[src/hw/rtl/stp_pkg.sv]
// Package with shared types and constants of the software timer pool.
`timescale 1ns / 1ps
`default_nettype none
package stp_pkg;
	localparam int NUM_TIMERS = 16;
	localparam int ID_W = 4;
	localparam int CNT_W = 5;

	localparam logic [2:0] KIND_TICK = 3'd0;
	localparam logic [2:0] KIND_CREATE = 3'd1;
	localparam logic [2:0] KIND_DELETE = 3'd2;
	localparam logic [2:0] KIND_START = 3'd3;
	localparam logic [2:0] KIND_STOP = 3'd4;

	localparam logic [1:0] TS_UNUSED = 2'd0;
	localparam logic [1:0] TS_STOPPED = 2'd1;
	localparam logic [1:0] TS_RUNNING = 2'd2;
	localparam logic [1:0] TS_COMPLETED = 2'd3;

	localparam logic [2:0] STAT_OK = 3'd0;
	localparam logic [2:0] STAT_BAD_PERIOD = 3'd1;
	localparam logic [2:0] STAT_BAD_DELAY = 3'd2;
	localparam logic [2:0] STAT_BAD_OPTION = 3'd3;
	localparam logic [2:0] STAT_NONE_FREE = 3'd4;
	localparam logic [2:0] STAT_INACTIVE = 3'd5;
	localparam logic [2:0] STAT_NO_CALLBACK = 3'd6;
	localparam logic [2:0] STAT_BAD_ID = 3'd7;

	typedef struct packed {
		logic [2:0] kind;
		logic [3:0] timer_id;
		logic [31:0] first_delay;
		logic [31:0] repeat_period;
		logic [1:0] option;
		logic has_callback;
		logic [31:0] user_tag;
	} cmd_t;

	typedef struct packed {
		logic event_res;
		logic [3:0] result_timer;
		logic success;
		logic [2:0] status;
		logic callback_fired;
		logic [31:0] result_tag;
		logic [4:0] free_count;
		logic last;
	} res_t;
endpackage
`default_nettype wire

[src/hw/rtl/stp_front.sv]
// Front end: accepts commands and queues those that have work to do.
`timescale 1ns / 1ps
`default_nettype none
module stp_front (
	input wire logic clk,
	input wire logic arst_n,
	input wire logic start,
	input wire stp_pkg::cmd_t cmd,
	output logic busy,
	output logic q_valid,
	output stp_pkg::cmd_t q_cmd,
	input wire logic q_pop
);
	import stp_pkg::*;

	// Two-entry queue toward the back end.
	cmd_t mem_q [2];
	logic rd_q, wr_q;
	logic [1:0] cnt_q;
	logic push;

	// Unknown kinds are dropped here.
	assign busy = (cnt_q == 2'd2);
	assign push = start && !busy && (cmd.kind <= KIND_STOP);
	assign q_valid = (cnt_q != 2'd0);
	assign q_cmd = mem_q[rd_q];

	always_ff @(posedge clk) begin
		if (push) mem_q[wr_q] <= cmd;
	end

	always_ff @(posedge clk or negedge arst_n) begin
		if (!arst_n) begin
			rd_q <= 1'b0;
			wr_q <= 1'b0;
			cnt_q <= 2'd0;
		end else begin
			if (push) wr_q <= !wr_q;
			if (q_pop) rd_q <= !rd_q;
			cnt_q <= cnt_q + 2'(push) - 2'(q_pop);
		end
	end
endmodule
`default_nettype wire

[config.mk]
export PLATFORM = sky130hd
export DESIGN_NAME = stp_front
export DESIGN_NICKNAME = d
export VERILOG_FILES = /design/src/hw/rtl/stp_pkg.sv /design/src/hw/rtl/stp_front.sv
export SDC_FILE = /design/constraint.sdc
export NUM_CORES = 1
export LEC_CHECK = 0
export BUFFER_PORTS_ARGS = -buffer_cell sky130_fd_sc_hd__buf_4
export CAP_MARGIN = 20
export CORE_AREA = 5 5 148 150
export DETAILED_ROUTE_END_ITERATION = 8
export DIE_AREA = 0 0 153 155
export GPL_TIMING_DRIVEN = 0
export SYNTH_ARGS = -nofsm -noshare
export SYNTH_HDL_FRONTEND = slang
export SYNTH_SLANG_ARGS = --single-unit
[constraint.sdc]
create_clock -name clk -period 9.1 [get_ports clk]
set_input_delay 1.365 -clock clk [delete_from_list [all_inputs] [get_ports clk]]
set_output_delay 1.365 -clock clk [all_outputs]
set_load 0.01 [all_outputs]
* Yosys cells after proc, flatten, opt, wreduce, memory -nomap -nowiden
Memories as Yosys holds them, arrays and structs flattened.
Cells that the tools add are included.
** Cells by class
- $add $sub $neg :: 2
- Magnitude comparators :: 1
- Eq/ne operators :: 1
- Mux-type cells :: 2
- Reduce and logical (&&, ||, !) cells :: 6
** Operator list (count)
- $le 3x3->1 const B :: 1
- $logic_not 1->1 :: 3
- $add 2x1->2 :: 1
- $eq 2x2->1 const B :: 1
- $logic_and 1x1->1 :: 2
- $mux 1 :: 2
- $reduce_bool 2->1 :: 1
- $sub 2x1->2 :: 1
** Word-level totals
- Register bits :: 4
- RAM bits :: 212
- Logic and storage cells :: 16
- Memories kept :: 1
** Memories
- mem_q :: words 2, width 106, rd ports 1, clocked after memory_dff 0, write ports 1, line stp_front.sv:17 : cmd_t mem_q [2];

* Logic depth before layout (Yosys ltp)
- Word-level depth :: 6
- Mapped depth :: 7
- Depth with buffers taken out :: 7

* Worst setup path after synthesis
Ideal clock, no wire load.
- Path kind :: input -> register
- From :: in cmd[104] (netlist bit)
- To :: mem mem_q[0][0] (netlist bit) (enable)
- Arrival :: 6.106 ns
- Setup slack :: 2.421 ns
- Cell stages on the path :: 3
- Path through :: o21ai_0 -> nand3b_1 -> nor2_1
** Between the ends
- Cells in the longest elaborated chain, start to end :: 4
** RTL lines
- start: declaration :: line stp_front.sv:8 : input wire stp_pkg::cmd_t cmd,
- $le 3x3->1 :: line stp_front.sv:24 : assign push = start && !busy && (cmd.kind <= KIND_STOP);
- $logic_and 1x1->1 :: line stp_front.sv:24
- $mux 1 :: line stp_front.sv:29 : if (push) mem_q[wr_q] <= cmd;
- $mux 1 (not written as such) :: line stp_front.sv:29
- end: declaration :: line stp_front.sv:17
No other way between the ends.

==> reports/metrics.yaml <==
status:
  status: "complete, no violations"
place:
  io_buffers: 217
  hpwl_mm: 11.2
  finalWeightedCongestion: 0.745
  pre_cts_slack_ns: 5.83
power_and_ir_drop:
  irDropWorstVdd_mv: 0.157
  cellPowerDensity_nw_per_um2: 295
  p_leak_uw: 0.00408
  power_uw: 3180
yosys:
  synth.avg_cell_area_um2: 22.9
  post_synth_most_frequent_cells: "edfxtp_1, mux2_2, mux2_4"
  synth.most_common_cell: "edfxtp_1"
  netlist_instances: 348
  yosysSeqAreaShare_pct: 81.2
  netlist_area_um2: 7960
  ys_types: 15
  synth_seq_cells: 216
  synth_top_area_cell: "edfxtp_1"
  yosysWarnings: 0
  synth_top_area_share_pct: 79.9
  ys_top_cells_by_area: "edfxtp_1, mux2_2, mux2_4"
  synthArstFlopShare_pct: 1.85
  synth_enable_flop_cells: 212
  ys.flop_type: "edfxtp_1"
  syn_nets: 460
route:
  drc: 0
  drtIter0Drc: 175
  first_pass_iters: 4
  m1WireLength_mm: 6.28
  top_layer: "met4"
  wl_mm: 15.9
  wl_per_cell_um: 18.0
  wl_met3_mm: 1.18
  via_per_inst: 4.52
  met2_length_mm: 8.15
  via_count: 4003
  drtAntennaViolNets: 0
critical_path:
  reg2reg_from: "cnt_q[1]"
  r2r_cells: 4
  path_max_fanout: 10
  crit_path_start_kind: "flop"
  critPathLaunch: "rd_q"
  end_kind: "output pin"
  crit_required_ns: 7.74
  critPathKind: "flop to output pin"
  worstPathArrival_ns: 1.80
  r2r_slack_ns: 6.96
  r2r-end: "mem_q[1][5]"
clocking:
  clockBufferDepth: 3
  path_clk_slew_ns: 0.06
  clkLatencyLatePin_ns: 0.49
  cts_inserted_buffers: 22
  ctsResizeCount: 0
  clock_sinks: 216
  h-tree-depth: 1
  cts_tree: "yes"
  cts_setup_buffers: 0
  cts_hold_buf: 0
  clock-root-buffer: "clkbuf_16"
hold_path:
  min_delay_path_depth: 1
  worstHoldEndpoint: "cnt_q[1]"
  hp-class: "flop to flop"
  hp-start: "cnt_q[1]"
die:
  row_count: 53
  die_area_um2: 23700
  start_util_pct: 38.7
  dieWidth_um: 153
  coreArea_um2: 20600
  fp.dieH_um: 155
  ios: 218
cells_and_area:
  n_fill_cell: 1696
  final_nets: 707
  syn_to_final_growth_pct: 35.2
  drive_above_1_share_pct: 61.6
  antenna_cells: 0
sta:
  grt_setup_unrepaired: "no"
  maxSlewViolCount: 0
  tightestPinTransition_ns: 0.692
  layout_setup_ws_ns: 5.94
  max-slew-margin-rel_pct: 53.8
  min_period_ns: 3.16
  fmax_mhz: 316
  hold_ws_ns: 0.517
  setup_viol: 0
  final_hold_viol_count: 0
  period_share_pct: 34.8
  fin_skew_ns: 0.0113
grt:
  grt_pass1_vias: 4500
  grt_max_degree: 35
  overflow: 0
  track_usage_pct: 12.9
  grt_first_pass_wirelength_mm: 24.4
  antenna_found_initial: 0
job:
  max_cap_violations: 0
==> state kept, by name, summed over array words and instances, names as in the netlist <==
| name | count |
|---|---|
| cnt_q | 2 |
| mem_q | 212 |
| wr_q | 1 |
| rd_q | 1 |
==> metal layers <==
metal	up-vias	track usage, %
li1	1877	-
met1	1967	15.3
met2	136	23.0
met3	23	3.92
met4	0	3.35
met5	-	0
==> worst max-delay path by stage <==
stage	depth (start not counted)	end
final	5	q_cmd[67]
after floorplan	3	mem_q[0][0]
after global placement	4	mem_q[0][46]
after CTS	5	q_cmd[85]
after detailed placement	5	mem_q[1][5]
after global routing	5	q_cmd[83]
==> through the flow <==
step,setup TNS [ns],cells,area [um^2],util [%]
after floorplan,0,348,7960,-
after global placement,-53.01,840,9940,48.3
after detailed placement,0,846,10100,49.0
after CTS,0,885,10800,52.4
after global routing,0,885,10800,52.4
final,0,885,10800,52.4
==> cells in the final DEF, fill, tap and decap left out, types with 3 or more instances in the layout <==
cell / synthesis / layout
buf_6: 5 / 5
buf_4: 0 / 217
clkbuf_16: 0 / 23
buf_2: 7 / 7
clkbuf_1: 0 / 3
xnor2_1: 3 / 3
edfxtp_1: 212 / 212
mux2_4: 30 / 30
buf_12: 0 / 6
mux2_2: 76 / 76
clkinv_2: 0 / 7
dfrtp_1: 4 / 4
clkinv_1: 0 / 4
==> critical path, cell delays in order, from the launching register on <==
cell and delay, ns:
dfrtp_1 0.34, buf_6 0.15, buf_6 0.17, buf_6 0.19, mux2_4 0.32, buf_4 0.14
==> cells by family (layout without fill, tap and decap cells) <==
kind of cell,count (synthesis),after routing,synth area share [%]
compound gates,1,1,0.0628
xor+xnor,4,4,0.440
fa+ha+maj,2,2,0.314
buf+inv,14,276,1.24
flops,216,216,81.2
mux,106,106,16.4
simple gates,5,5,0.346
==> power by group <==
part,total (uW),leakage [uW],switching [uW],internal (uW)
Combinational,1010,0.00174,463,546
Sequential,1310,0.00199,35.6,1270
Clock,864,0.000349,349,515
==> area by class of cell <==
| class | instances | area, um^2 | share of cell area (%) |
|---|---|---|---|
| Buffer | 12 | 91.3 | 0.848 |
| Clock buffer | 26 | 587 | 5.45 |
| Clock inverter | 13 | 110 | 1.02 |
| Inverter | 2 | 7.51 | 0.0697 |
| Multi-Input combinational cell | 118 | 1410 | 13.1 |
| Sequential cell | 216 | 6470 | 60.0 |
| Tap cell | 275 | 344 | 3.20 |
| Timing Repair Buffer | 223 | 1750 | 16.2 |
Power figures use the tool's default switching activity.
